==> src/sv/primality_test_32bit_defines.svh <==
// assertion macros for the primality test block
`ifndef PRIMALITY_TEST_32BIT_DEFINES_SVH
`define PRIMALITY_TEST_32BIT_DEFINES_SVH

// antecedent implies consequent in the same cycle
`define PT_ASSERT_SAME(label, ante, cons, msg) \
  label: assert property (@(posedge clk) disable iff (rst) (ante) |-> (cons)) else $error(msg);

// antecedent implies consequent in the next cycle
`define PT_ASSERT_NEXT(label, ante, cons, msg) \
  label: assert property (@(posedge clk) disable iff (rst) (ante) |=> (cons)) else $error(msg);

`endif

==> src/sv/ptst_pkg.sv <==
// types, commands and constants shared by the primality test modules
`timescale 1ns / 1ps
`default_nettype none
package ptst_pkg;

  localparam logic [31:0] TRIAL_LIMIT      = 32'd1373653;
  localparam logic [31:0] SMALL_BASE_LIMIT = 32'd9080191;
  localparam logic [2:0]  BASE_FIRST_SMALL = 3'd0;
  localparam logic [2:0]  BASE_LAST_SMALL  = 3'd1;
  localparam logic [2:0]  BASE_FIRST_LARGE = 3'd2;
  localparam logic [2:0]  BASE_LAST_LARGE  = 3'd4;

  typedef enum logic [4:0] {
    S_IDLE, S_CLASS, S_TCHK, S_TDIV1, S_TDIV2, S_DS, S_DSH,
    S_WB, S_WBW, S_PCHK, S_PM1, S_PM2, S_PS1, S_PS2, S_SQCHK, S_SQ1,
    S_SQ2, S_NEXT, S_RES
  } state_t;

  typedef enum logic [1:0] {DV_M, DV_BASE, DV_PROD} div_src_t;
  typedef enum logic [1:0] {DS_TPLUS, DS_TMINUS, DS_MOD} div_dsr_t;
  typedef enum logic [1:0] {MUL_AB, MUL_BB, MUL_XX} mul_sel_t;

  typedef struct packed {
    logic     load_m;
    logic     set_verdict;
    logic     verdict_val;
    logic     load_out;
    logic     k_init;
    logic     k_inc;
    logic     div_start;
    div_src_t div_src;
    div_dsr_t div_dsr;
    logic     ds_init;
    logic     ds_shift;
    logic     base_first;
    logic     base_inc;
    logic     pow_init;
    logic     mul_start;
    mul_sel_t mul_sel;
    logic     acc_load;
    logic     pow_step;
    logic     x_init;
    logic     x_step;
  } cmd_t;

  typedef struct packed {
    logic m_lt2;
    logic m_eq2;
    logic m_even;
    logic m_eq3;
    logic m_div3;
    logic m_lt_trial;
    logic m_lt_small;
    logic rem_zero;
    logic rem_busy;
    logic trial_go;
    logic e_even;
    logic ee_zero;
    logic ee_lsb;
    logic sq_done;
    logic x_is1;
    logic y_witness;
    logic base_last;
  } sts_t;

  function automatic logic [31:0] base_val(input logic [2:0] idx);
    logic [31:0] v;
    case (idx)
      3'd0: v = 32'd31;
      3'd1: v = 32'd73;
      3'd2: v = 32'd2;
      3'd3: v = 32'd7;
      3'd4: v = 32'd61;
      default: v = 32'd2;
    endcase
    return v;
  endfunction

endpackage
`default_nettype wire

==> src/sv/ptst_dp.sv <==
// datapath: operand registers, multiplier and serial remainder unit
`timescale 1ns / 1ps
`default_nettype none
module ptst_dp import ptst_pkg::*; (
  input  wire logic        clk,
  input  wire logic        rst,
  input  wire logic [31:0] number,
  input  wire cmd_t        cmd,
  output sts_t             sts,
  output logic             prime
);

  logic [31:0] m;
  logic [7:0]  k;
  logic [31:0] e;
  logic [31:0] ee;
  logic [4:0]  s;
  logic [4:0]  i;
  logic [2:0]  base_idx;
  logic [31:0] acc;
  logic [31:0] b;
  logic [31:0] x;
  logic [63:0] prod;
  logic        verdict;

  // serial remainder unit
  logic [31:0] rem;
  logic [63:0] dq;
  logic [31:0] dsr;
  logic [6:0]  cnt;
  logic [32:0] part;
  logic [32:0] diff;
  logic [31:0] rem_next;
  logic [31:0] div_in;
  logic [31:0] dsr_in;

  logic [10:0] six_k;
  logic [13:0] lin;
  logic [21:0] bound;
  logic [31:0] mul_a;
  logic [31:0] mul_b;
  logic [31:0] m_minus1;

  // multiple of three: base-4 digit sum, then once more
  logic [5:0]  digit_sum;
  logic [3:0]  digit_sum2;

  assign six_k    = 11'(k) * 11'd6;
  assign lin      = 14'(k) * 14'd36 - 14'd12;
  assign bound    = 22'(k) * 22'(lin);
  assign m_minus1 = m - 32'd1;

  assign part     = {rem, dq[63]};
  assign diff     = part - {1'b0, dsr};
  assign rem_next = diff[32] ? part[31:0] : diff[31:0];

  always_comb begin
    digit_sum = '0;
    for (int j = 0; j < 16; j++) digit_sum = digit_sum + 6'(m[2*j +: 2]);
  end

  assign digit_sum2 = 4'(digit_sum[1:0]) + 4'(digit_sum[3:2]) + 4'(digit_sum[5:4]);

  always_comb begin
    case (cmd.div_src)
      DV_M:    div_in = m;
      DV_BASE: div_in = base_val(base_idx);
      default: div_in = m;
    endcase
    case (cmd.div_dsr)
      DS_TPLUS:  dsr_in = 32'(six_k + 11'd1);
      DS_TMINUS: dsr_in = 32'(six_k - 11'd1);
      default:   dsr_in = m;
    endcase
    case (cmd.mul_sel)
      MUL_AB: begin
        mul_a = acc;
        mul_b = b;
      end
      MUL_BB: begin
        mul_a = b;
        mul_b = b;
      end
      default: begin
        mul_a = x;
        mul_b = x;
      end
    endcase
  end

  always_ff @(posedge clk) begin
    if (rst) begin
      cnt <= '0;
    end else if (cmd.div_start) begin
      cnt <= (cmd.div_src == DV_PROD) ? 7'd64 : 7'd32;
    end else if (cnt != 7'd0) begin
      cnt <= cnt - 7'd1;
    end
  end

  always_ff @(posedge clk) begin
    if (cmd.div_start) begin
      rem <= '0;
      dq  <= (cmd.div_src == DV_PROD) ? prod : {div_in, 32'd0};
      dsr <= dsr_in;
    end else if (cnt != 7'd0) begin
      rem <= rem_next;
      dq  <= {dq[62:0], 1'b0};
    end
  end

  always_ff @(posedge clk) begin
    if (cmd.load_m) m <= number;
    if (cmd.k_init) k <= 8'd1;
    else if (cmd.k_inc) k <= k + 8'd1;
    if (cmd.ds_init) begin
      e <= m_minus1;
      s <= '0;
    end else if (cmd.ds_shift) begin
      e <= {1'b0, e[31:1]};
      s <= s + 5'd1;
    end
    if (cmd.base_first) base_idx <= sts.m_lt_small ? BASE_FIRST_SMALL : BASE_FIRST_LARGE;
    else if (cmd.base_inc) base_idx <= base_idx + 3'd1;
    if (cmd.pow_init) begin
      acc <= 32'd1;
      ee  <= e;
      b   <= rem;
    end else begin
      if (cmd.acc_load) acc <= rem;
      if (cmd.pow_step) begin
        b  <= rem;
        ee <= {1'b0, ee[31:1]};
      end
    end
    if (cmd.mul_start) prod <= 64'(mul_a) * 64'(mul_b);
    if (cmd.x_init) begin
      x <= acc;
      i <= '0;
    end else if (cmd.x_step) begin
      x <= rem;
      i <= i + 5'd1;
    end
    if (cmd.set_verdict) verdict <= cmd.verdict_val;
    if (cmd.load_out) prime <= verdict;
  end

  always_comb begin
    sts.m_lt2      = (m < 32'd2);
    sts.m_eq2      = (m == 32'd2);
    sts.m_even     = ~m[0];
    sts.m_eq3      = (m == 32'd3);
    sts.m_div3     = (digit_sum2 == 4'd0) || (digit_sum2 == 4'd3) ||
                     (digit_sum2 == 4'd6) || (digit_sum2 == 4'd9);
    sts.m_lt_trial = (m < TRIAL_LIMIT);
    sts.m_lt_small = (m < SMALL_BASE_LIMIT);
    sts.rem_zero   = (rem == 32'd0);
    sts.rem_busy   = (cnt != 7'd0);
    sts.trial_go   = (32'(bound) < m);
    sts.e_even     = ~e[0];
    sts.ee_zero    = (ee == 32'd0);
    sts.ee_lsb     = ee[0];
    sts.sq_done    = (i == s);
    sts.x_is1      = (x == 32'd1);
    sts.y_witness  = (rem == 32'd1) && (x != 32'd1) && (x != m_minus1);
    sts.base_last  = (base_idx == BASE_LAST_SMALL) || (base_idx == BASE_LAST_LARGE);
  end

endmodule
`default_nettype wire

==> src/sv/ptst_ctrl.sv <==
// controller state machine sequencing the primality test
`timescale 1ns / 1ps
`default_nettype none
`include "primality_test_32bit_defines.svh"
module ptst_ctrl import ptst_pkg::*; (
  input  wire logic clk,
  input  wire logic rst,
  input  wire logic number_valid,
  output logic      number_stall,
  output logic      prime_valid,
  input  wire logic prime_stall,
  input  wire sts_t sts,
  output cmd_t      cmd
);

  state_t state;
  state_t state_next;
  logic   out_free;

  assign number_stall = (state != S_IDLE);
  assign out_free     = !prime_valid || !prime_stall;

  always_ff @(posedge clk) begin
    if (rst) begin
      state       <= S_IDLE;
      prime_valid <= 1'b0;
    end else begin
      state <= state_next;
      if (cmd.load_out) prime_valid <= 1'b1;
      else if (!prime_stall) prime_valid <= 1'b0;
    end
  end

  always_comb begin
    state_next = state;
    cmd        = '0;
    case (state)
      S_IDLE: begin
        if (number_valid) begin
          cmd.load_m = 1'b1;
          state_next = S_CLASS;
        end
      end
      S_CLASS: begin
        cmd.set_verdict = 1'b1;
        if (sts.m_lt2) begin
          state_next = S_RES;
        end else if (sts.m_eq2) begin
          cmd.verdict_val = 1'b1;
          state_next      = S_RES;
        end else if (sts.m_even) begin
          state_next = S_RES;
        end else if (sts.m_div3) begin
          cmd.verdict_val = sts.m_eq3;
          state_next      = S_RES;
        end else if (sts.m_lt_trial) begin
          cmd.k_init = 1'b1;
          state_next = S_TCHK;
        end else begin
          state_next = S_DS;
        end
      end
      S_TCHK: begin
        if (sts.trial_go) begin
          cmd.div_start = 1'b1;
          cmd.div_src   = DV_M;
          cmd.div_dsr   = DS_TPLUS;
          state_next    = S_TDIV1;
        end else begin
          state_next = S_DS;
        end
      end
      S_TDIV1: begin
        if (!sts.rem_busy) begin
          if (sts.rem_zero) begin
            cmd.set_verdict = 1'b1;
            state_next      = S_RES;
          end else begin
            cmd.div_start = 1'b1;
            cmd.div_src   = DV_M;
            cmd.div_dsr   = DS_TMINUS;
            state_next    = S_TDIV2;
          end
        end
      end
      S_TDIV2: begin
        if (!sts.rem_busy) begin
          if (sts.rem_zero) begin
            cmd.set_verdict = 1'b1;
            state_next      = S_RES;
          end else begin
            cmd.k_inc  = 1'b1;
            state_next = S_TCHK;
          end
        end
      end
      S_DS: begin
        cmd.ds_init = 1'b1;
        state_next  = S_DSH;
      end
      S_DSH: begin
        if (sts.e_even) begin
          cmd.ds_shift = 1'b1;
        end else begin
          cmd.base_first = 1'b1;
          state_next     = S_WB;
        end
      end
      S_WB: begin
        cmd.div_start = 1'b1;
        cmd.div_src   = DV_BASE;
        cmd.div_dsr   = DS_MOD;
        state_next    = S_WBW;
      end
      S_WBW: begin
        if (!sts.rem_busy) begin
          cmd.pow_init = 1'b1;
          state_next   = sts.rem_zero ? S_NEXT : S_PCHK;
        end
      end
      S_PCHK: begin
        if (sts.ee_zero) begin
          cmd.x_init = 1'b1;
          state_next = S_SQCHK;
        end else begin
          cmd.mul_start = 1'b1;
          cmd.mul_sel   = sts.ee_lsb ? MUL_AB : MUL_BB;
          state_next    = sts.ee_lsb ? S_PM1 : S_PS1;
        end
      end
      S_PM1: begin
        cmd.div_start = 1'b1;
        cmd.div_src   = DV_PROD;
        cmd.div_dsr   = DS_MOD;
        state_next    = S_PM2;
      end
      S_PM2: begin
        if (!sts.rem_busy) begin
          cmd.acc_load  = 1'b1;
          cmd.mul_start = 1'b1;
          cmd.mul_sel   = MUL_BB;
          state_next    = S_PS1;
        end
      end
      S_PS1: begin
        cmd.div_start = 1'b1;
        cmd.div_src   = DV_PROD;
        cmd.div_dsr   = DS_MOD;
        state_next    = S_PS2;
      end
      S_PS2: begin
        if (!sts.rem_busy) begin
          cmd.pow_step = 1'b1;
          state_next   = S_PCHK;
        end
      end
      S_SQCHK: begin
        if (sts.sq_done) begin
          if (!sts.x_is1) begin
            cmd.set_verdict = 1'b1;
            state_next      = S_RES;
          end else begin
            state_next = S_NEXT;
          end
        end else begin
          cmd.mul_start = 1'b1;
          cmd.mul_sel   = MUL_XX;
          state_next    = S_SQ1;
        end
      end
      S_SQ1: begin
        cmd.div_start = 1'b1;
        cmd.div_src   = DV_PROD;
        cmd.div_dsr   = DS_MOD;
        state_next    = S_SQ2;
      end
      S_SQ2: begin
        if (!sts.rem_busy) begin
          if (sts.y_witness) begin
            cmd.set_verdict = 1'b1;
            state_next      = S_RES;
          end else begin
            cmd.x_step = 1'b1;
            state_next = S_SQCHK;
          end
        end
      end
      S_NEXT: begin
        if (sts.base_last) begin
          cmd.set_verdict = 1'b1;
          cmd.verdict_val = 1'b1;
          state_next      = S_RES;
        end else begin
          cmd.base_inc = 1'b1;
          state_next   = S_WB;
        end
      end
      S_RES: begin
        if (out_free) begin
          cmd.load_out = 1'b1;
          state_next   = S_IDLE;
        end
      end
      default: state_next = S_IDLE;
    endcase
  end

  `PT_ASSERT_SAME(a_div_idle, cmd.div_start, !sts.rem_busy, "remainder started while busy")
  `PT_ASSERT_SAME(a_out_free, cmd.load_out, out_free, "result overwrote an untaken word")
  `PT_ASSERT_NEXT(a_accept, number_valid && !number_stall, state == S_CLASS,
                  "accepted word not classified")

endmodule
`default_nettype wire

==> src/sv/primality_test_32bit.sv <==
// top level of the 32-bit primality test
`timescale 1ns / 1ps
`default_nettype none
// Tests one unsigned 32-bit word for primality and returns one result bit,
// prime, per input word. Small cases (below 2, two, even, multiples of
// three) are settled directly in the classify state; a multiple of three is
// found by a base-4 digit sum. Below 1373653 the block trial-divides by 6k+1
// and 6k-1; below 9080191 it then runs Miller-Rabin with bases 31 and 73,
// above that with bases 2, 7 and 61. All other remainders come from one
// shared restoring divider that retires one quotient bit per cycle, over a
// 32-bit dividend or a 64-bit product. Latency therefore varies with the
// number: trial division costs up to two divisions per k, and each witness
// takes at most 63 modular multiplies or squares, each a multiply and then
// a division of the product. One word is processed at a time; the result
// sits in an output register so the next word is accepted while an earlier
// result waits to be taken.
module primality_test_32bit import ptst_pkg::*; (
  input  wire logic        clk,
  input  wire logic        rst,
  input  wire logic        number_valid,
  output logic             number_stall,
  input  wire logic [31:0] number,
  output logic             prime_valid,
  input  wire logic        prime_stall,
  output logic             prime
);

  // command and status between sequencer and datapath
  cmd_t cmd;
  sts_t sts;

  ptst_ctrl u_ctrl (
    .clk          (clk),
    .rst          (rst),
    .number_valid (number_valid),
    .number_stall (number_stall),
    .prime_valid  (prime_valid),
    .prime_stall  (prime_stall),
    .sts          (sts),
    .cmd          (cmd)
  );

  ptst_dp u_dp (
    .clk    (clk),
    .rst    (rst),
    .number (number),
    .cmd    (cmd),
    .sts    (sts),
    .prime  (prime)
  );

endmodule
`default_nettype wire
==> config.mk <==
export PLATFORM = sky130hd
export DESIGN_NAME = primality_test_32bit
export DESIGN_NICKNAME = d
export VERILOG_FILES = /design/src/sv/ptst_pkg.sv /design/src/sv/ptst_dp.sv /design/src/sv/ptst_ctrl.sv /design/src/sv/primality_test_32bit.sv
export VERILOG_INCLUDE_DIRS = /design/src /design/src/sv
export SDC_FILE = /design/constraint.sdc
export NUM_CORES = 2
export LEC_CHECK = 0
export BUFFER_PORTS_ARGS = -buffer_cell sky130_fd_sc_hd__buf_2
export CAP_MARGIN = 20
export CELL_PAD_IN_SITES_DETAIL_PLACEMENT = 2
export CELL_PAD_IN_SITES_GLOBAL_PLACEMENT = 2
export CORE_AREA = 2 2 423 299
export CTS_BUF_LIST = sky130_fd_sc_hd__clkbuf_4
export DETAILED_ROUTE_END_ITERATION = 10
export DIE_AREA = 0 0 425 301
export PLACE_DENSITY = 0.95
export RECOVER_POWER = 50
export SLEW_MARGIN = 20
export SYNTH_ARGS = -nofsm -noshare
export SYNTH_HDL_FRONTEND = slang
export SYNTH_HIERARCHICAL = 1
export SYNTH_SLANG_ARGS = --single-unit
==> constraint.sdc <==
create_clock -name clk -period 29.9 [get_ports clk]
set_input_delay 1.495 -clock clk [delete_from_list [all_inputs] [get_ports clk]]
set_output_delay 1.495 -clock clk [all_outputs]
set_load 0.01 [all_outputs]
==> run_results.csv, run 1 <==
group,metric,value,unit
placed_design,gp_congestion,0.963,
placed_design,io_buffers,38,
synthesis,synth_area_leaders,"fa_1 34%, edfxtp_1 17%, ha_1 8.6%",
clock_network,hold_buffers,0,
grt,track_usage,0.734,
placed_design,post-dp-hpwl,235,mm
clock_network,htreeDepth,3,
synthesis,syn_nets,7555,
outcome,tool.error,"[ERROR GRT-0116] Global routing finished with congestion. Check the congestion regions in the DRC Viewer.",
synthesis,syn_avg_cell_area,9.42,um2
grt,grt_max_degree,85,
clock_network,cts-root-buf,"clkbuf_4",
clock_network,postCtsSetupBuffers,0,
floorplan,ios,39,
floorplan,start_util,0.468,
clock_network,cts_buffers,99,
grt,grt_pass1_wl,652,mm
synthesis,synthTopCellsByCount,"1085 x inv_1, 987 x fa_1, 883 x nor2_1",
grt,grt_pass1_vias,73622,
floorplan,rows,108,
floorplan,fp.dieW,425,um
synthesis,synth-seq-cells,420,
synthesis,yosysWarnings,6,
outcome,outcome,"did not finish",
clock_network,post_cts_resized,0,
clock_network,cts.path.max_buffers,3,
synthesis,synth_top_area_cell,"fa_1",
synthesis,synth_area,0.0578,mm2
synthesis,synth.most_common_cell,"inv_1",
floorplan,die_h,301,um
synthesis,synth_top_area_frac,0.342,
synthesis,synthFlopType,"edfxtp_1",
grt,grt.overflow.total,794,
synthesis,async_flop_share,0,
synthesis,synth-seq-area-share,0.202,
outcome,stop_stage,"global routing (5_1_grt)",
synthesis,syn_inst,6136,
synthesis,synth_edf_count,325,
clock_network,clock_sinks,420,
synthesis,post_synth_num_cell_types,85,
-- routing by layer --
layer  GRT overflow  track usage
met1             48        0.745
met2            427        0.887
met3             53        0.607
met4            254        0.658
met5             12        0.403
-- cells by family after synthesis --
logic type                 share of synthesized area
and+or+nand+nor                                0.138
adders and majority gates                      0.428
buffers and inverters                         0.0903
AOI/OAI and AO/OA                             0.0768
DFF                                            0.202
xor gates and xnor gates                      0.0335
muxes                                         0.0320
-- stage by stage --
stage / hold WS, ns / instance area (um2) / worst slack (ns) / utilization / std cells
after global placement: 0.496 / 60000 / 16.99 / 0.486 / 7637
after CTS: 0.510 / 61400 / 14.11 / 0.497 / 7819
after detailed placement: 0.502 / 60000 / 15.41 / 0.486 / 7640
after floorplan: 0.400 / 57800 / 19.34 / - / 6136
==> run 2, diff against run 1 <==
--- a/config.mk
+++ b/config.mk
@@ -8,13 +8,10 @@
 export LEC_CHECK = 0
 export BUFFER_PORTS_ARGS = -buffer_cell sky130_fd_sc_hd__buf_2
 export CAP_MARGIN = 20
-export CELL_PAD_IN_SITES_DETAIL_PLACEMENT = 2
-export CELL_PAD_IN_SITES_GLOBAL_PLACEMENT = 2
-export CORE_AREA = 2 2 423 299
-export CTS_BUF_LIST = sky130_fd_sc_hd__clkbuf_4
+export CORE_AREA = 2 2 410 412
 export DETAILED_ROUTE_END_ITERATION = 10
-export DIE_AREA = 0 0 425 301
-export PLACE_DENSITY = 0.95
+export DIE_AREA = 0 0 412 414
+export PLACE_DENSITY_LB_ADDON = 0.15
 export RECOVER_POWER = 50
 export SLEW_MARGIN = 20
 export SYNTH_ARGS = -nofsm -noshare
==> run_results.csv, run 2 <==
group,metric,value,unit
power_and_ir_drop,clock_power_share,0.080,
synthesis,syn_avg_cell_area,9.42,um2
outcome,failed_checks,"capacitance limit, slew limit",
power_and_ir_drop,p_switching,4.23,mW
synthesis,post_synth_num_cell_types,85,
grt,antenna_found_initial,5,
clock_network,postCtsSetupBuffers,0,
timing,tns,0,ns
grt,grt.overflow.total,0,
critical_path,worstSetupEndpointType,"register",
clock_network,cts_buffers,50,
timing,fin_crit,15.07,ns
layout,fillers,16956,
clock_network,clock_sinks,420,
synthesis,async_flop_share,0,
timing,slew_headroom,-2.00,
synthesis,synth_area_leaders,"fa_1 34%, edfxtp_1 17%, ha_1 8.6%",
timing,setup_violations,0,
floorplan,start_util,0.348,
power_and_ir_drop,power_density,125,mW/mm2
route,viasPerCell,5.25,
synthesis,synth_top_area_frac,0.342,
critical_path,path_max_fanout,70,
synthesis,synth_area,0.0578,mm2
route,wl,205,mm
route,num_vias,43581,
critical_path,critPathKind,"reg2reg",
clock_network,cts-root-buf,"clkbuf_16",
floorplan,ios,39,
outcome,outcome,"finished with violations",
grt,grt_pass1_vias,45658,
hold_path,hold_class,"reg2reg",
placed_design,place_inst,8211,
clock_network,post_cts_resized,0,
timing,max_slew.worst_pin.slew,4.50,ns
timing,fin_skew,0.0742,ns
critical_path,cp_slowest_cell,"clkbuf_1",
flow_run,maxCapViolCount,10,
timing,rsz0062_at_grt,"false",
route,drc_errors,0,
clock_network,hold_buffers,0,
layout,area_delta_synth_final,8.17,%
clock_network,tritoncts,"done",
grt,grt_max_degree,205,
placed_design,io_buffers,38,
timing,post-route-period-util,0.504,
synthesis,synth_top_area_cell,"fa_1",
synthesis,synth-seq-area-share,0.202,
synthesis,synth-seq-cells,420,
route,detail-route-antenna-nets,0,
power_and_ir_drop,seq_power_share,0.139,
layout,final_common_cell,"inv_1",
power_and_ir_drop,p_total,7.80,mW
route,wl_per_cell,24.7,um
power_and_ir_drop,sw_frac_of_total,0.543,
layout,drive_above_1_share,0.0677,
synthesis,syn_nets,7555,
power_and_ir_drop,p_leak,28.6,nW
route,drt_iter0_drc,3713,
floorplan,die_area,0.171,mm2
timing,finalMaxSlewViolations,484,
grt,track_usage,0.244,
synthesis,yosysWarnings,6,
critical_path,crit_arrival,15.48,ns
synthesis,synth.most_common_cell,"inv_1",
placed_design,post-dp-hpwl,157,mm
placed_design,placed_area,0.0609,mm2
critical_path,required,30.30,ns
power_and_ir_drop,internal-power,3.56,mW
clock_network,cts.path.max_buffers,3,
power_and_ir_drop,vdd_drop_max,0.356,mV
floorplan,die_h,414,um
route,dr.pass1.iters,5,
floorplan,rows,150,
layout,top_regs,"u_dp/dq x64, u_dp/prod x64",
floorplan,fp.dieW,412,um
layout,nets,7478,
timing,hold_viol,0,
timing,fmax,66.3,MHz
floorplan,core_area,0.166,mm2
layout,mostFrequentLayoutCells,"1085 x inv_1, 987 x fa_1, 880 x nor2_1",
synthesis,synthTopCellsByCount,"1085 x inv_1, 987 x fa_1, 883 x nor2_1",
layout,fin_cells,8307,
clock_network,clkTransAtPathRegs,0.06,ns
placed_design,gp_congestion,0.930,
synthesis,synth_edf_count,325,
synthesis,syn_inst,6136,
layout,stdcell_area,0.0625,mm2
synthesis,synthFlopType,"edfxtp_1",
timing,fin_hold_ws,0.534,ns
critical_path,cpPeakStageDelay,1.93,ns
grt,grt_pass1_wl,308,mm
power_and_ir_drop,combPwrFrac,0.781,
clock_network,clock_insertion_delay_worst_skew,0.66,ns
clock_network,htreeDepth,2,
critical_path,cp-start-kind,"register",
==> run 2: cell counts after synthesis <==
Identical to the previous run, type by type.
==> run 2: power groups by stage <==
stage / sequential, mW / clock, mW / combinational (mW)
finish: 1.08 / 0.624 / 6.09
global route: 1.10 / 0.663 / 6.83
CTS: 1.08 / 0.643 / 6.09
detailed placement: 1.09 / 0 / 5.98
global placement: 1.09 / 0 / 5.99
floorplan: 1.01 / 0 / 4.20
==> run 2: through the flow <==
step | util | setup WS, ns
final | 0.376 | 14.83
after global routing | 0.376 | 14.01
after CTS | 0.376 | 17.13
after detailed placement | 0.366 | 17.20
after global placement | 0.366 | 16.57
after floorplan | - | 19.34
==> run 2: layout make-up <==
type	count	area, um2	share of cell area
Timing Repair Buffer	162	1090	0.0175
Tap cell	2204	2760	0.0441
Sequential cell	420	11700	0.187
Multi-Input combinational cell	4338	41300	0.660
Clock buffer	64	1370	0.0218
Antenna cell	2	5.00	0.0000801
Clock inverter	30	290	0.00464
Inverter	1087	4080	0.0653
==> run 2: path summary, 6_finish.rpt <==
check               startpoint            end  slack, ns  depth (start not counted)
hold / removal    u_dp/acc[31]   u_dp/acc[31]       0.53                          2
setup reg to reg   u_dp/cnt[0]  u_dp/prod[63]      14.83                         39
hold reg to reg   u_dp/acc[31]   u_dp/acc[31]       0.53                          2
setup / recovery   u_dp/cnt[0]  u_dp/prod[63]      14.83                         39
==> run 2: kinds of logic (layout without fill, tap and decap cells) <==
logic type,count (synthesis),after routing,synth area share
and+or+nand+nor,1870,1870,0.138
muxes,173,173,0.0320
AOI/OAI and AO/OA,691,691,0.0768
other,0,2,0
buffers and inverters,1378,1343,0.0903
xor gates and xnor gates,221,221,0.0335
adders and majority gates,1383,1383,0.428
DFF,420,420,0.202
==> run 2: routing by layer <==
layer / global-route usage / wire length (um)
met3: 0.0376 / 13900
met4: 0.0859 / 8320
met5: 0 / 12
met2: 0.385 / 93400
met1: 0.339 / 89600
==> run 2: worst max-delay path, delay by kind of cell, from the launching register on <==
| family | cells | cell delay (ns) |
|---|---|---|
| fa+ha+maj | 10 | 4.60 |
| buf+inv | 11 | 4.04 |
| compound gates | 10 | 3.80 |
| xor+xnor | 1 | 0.09 |
| simple gates | 7 | 1.77 |
| flops | 1 | 0.32 |
Power figures use the tool's default switching activity.
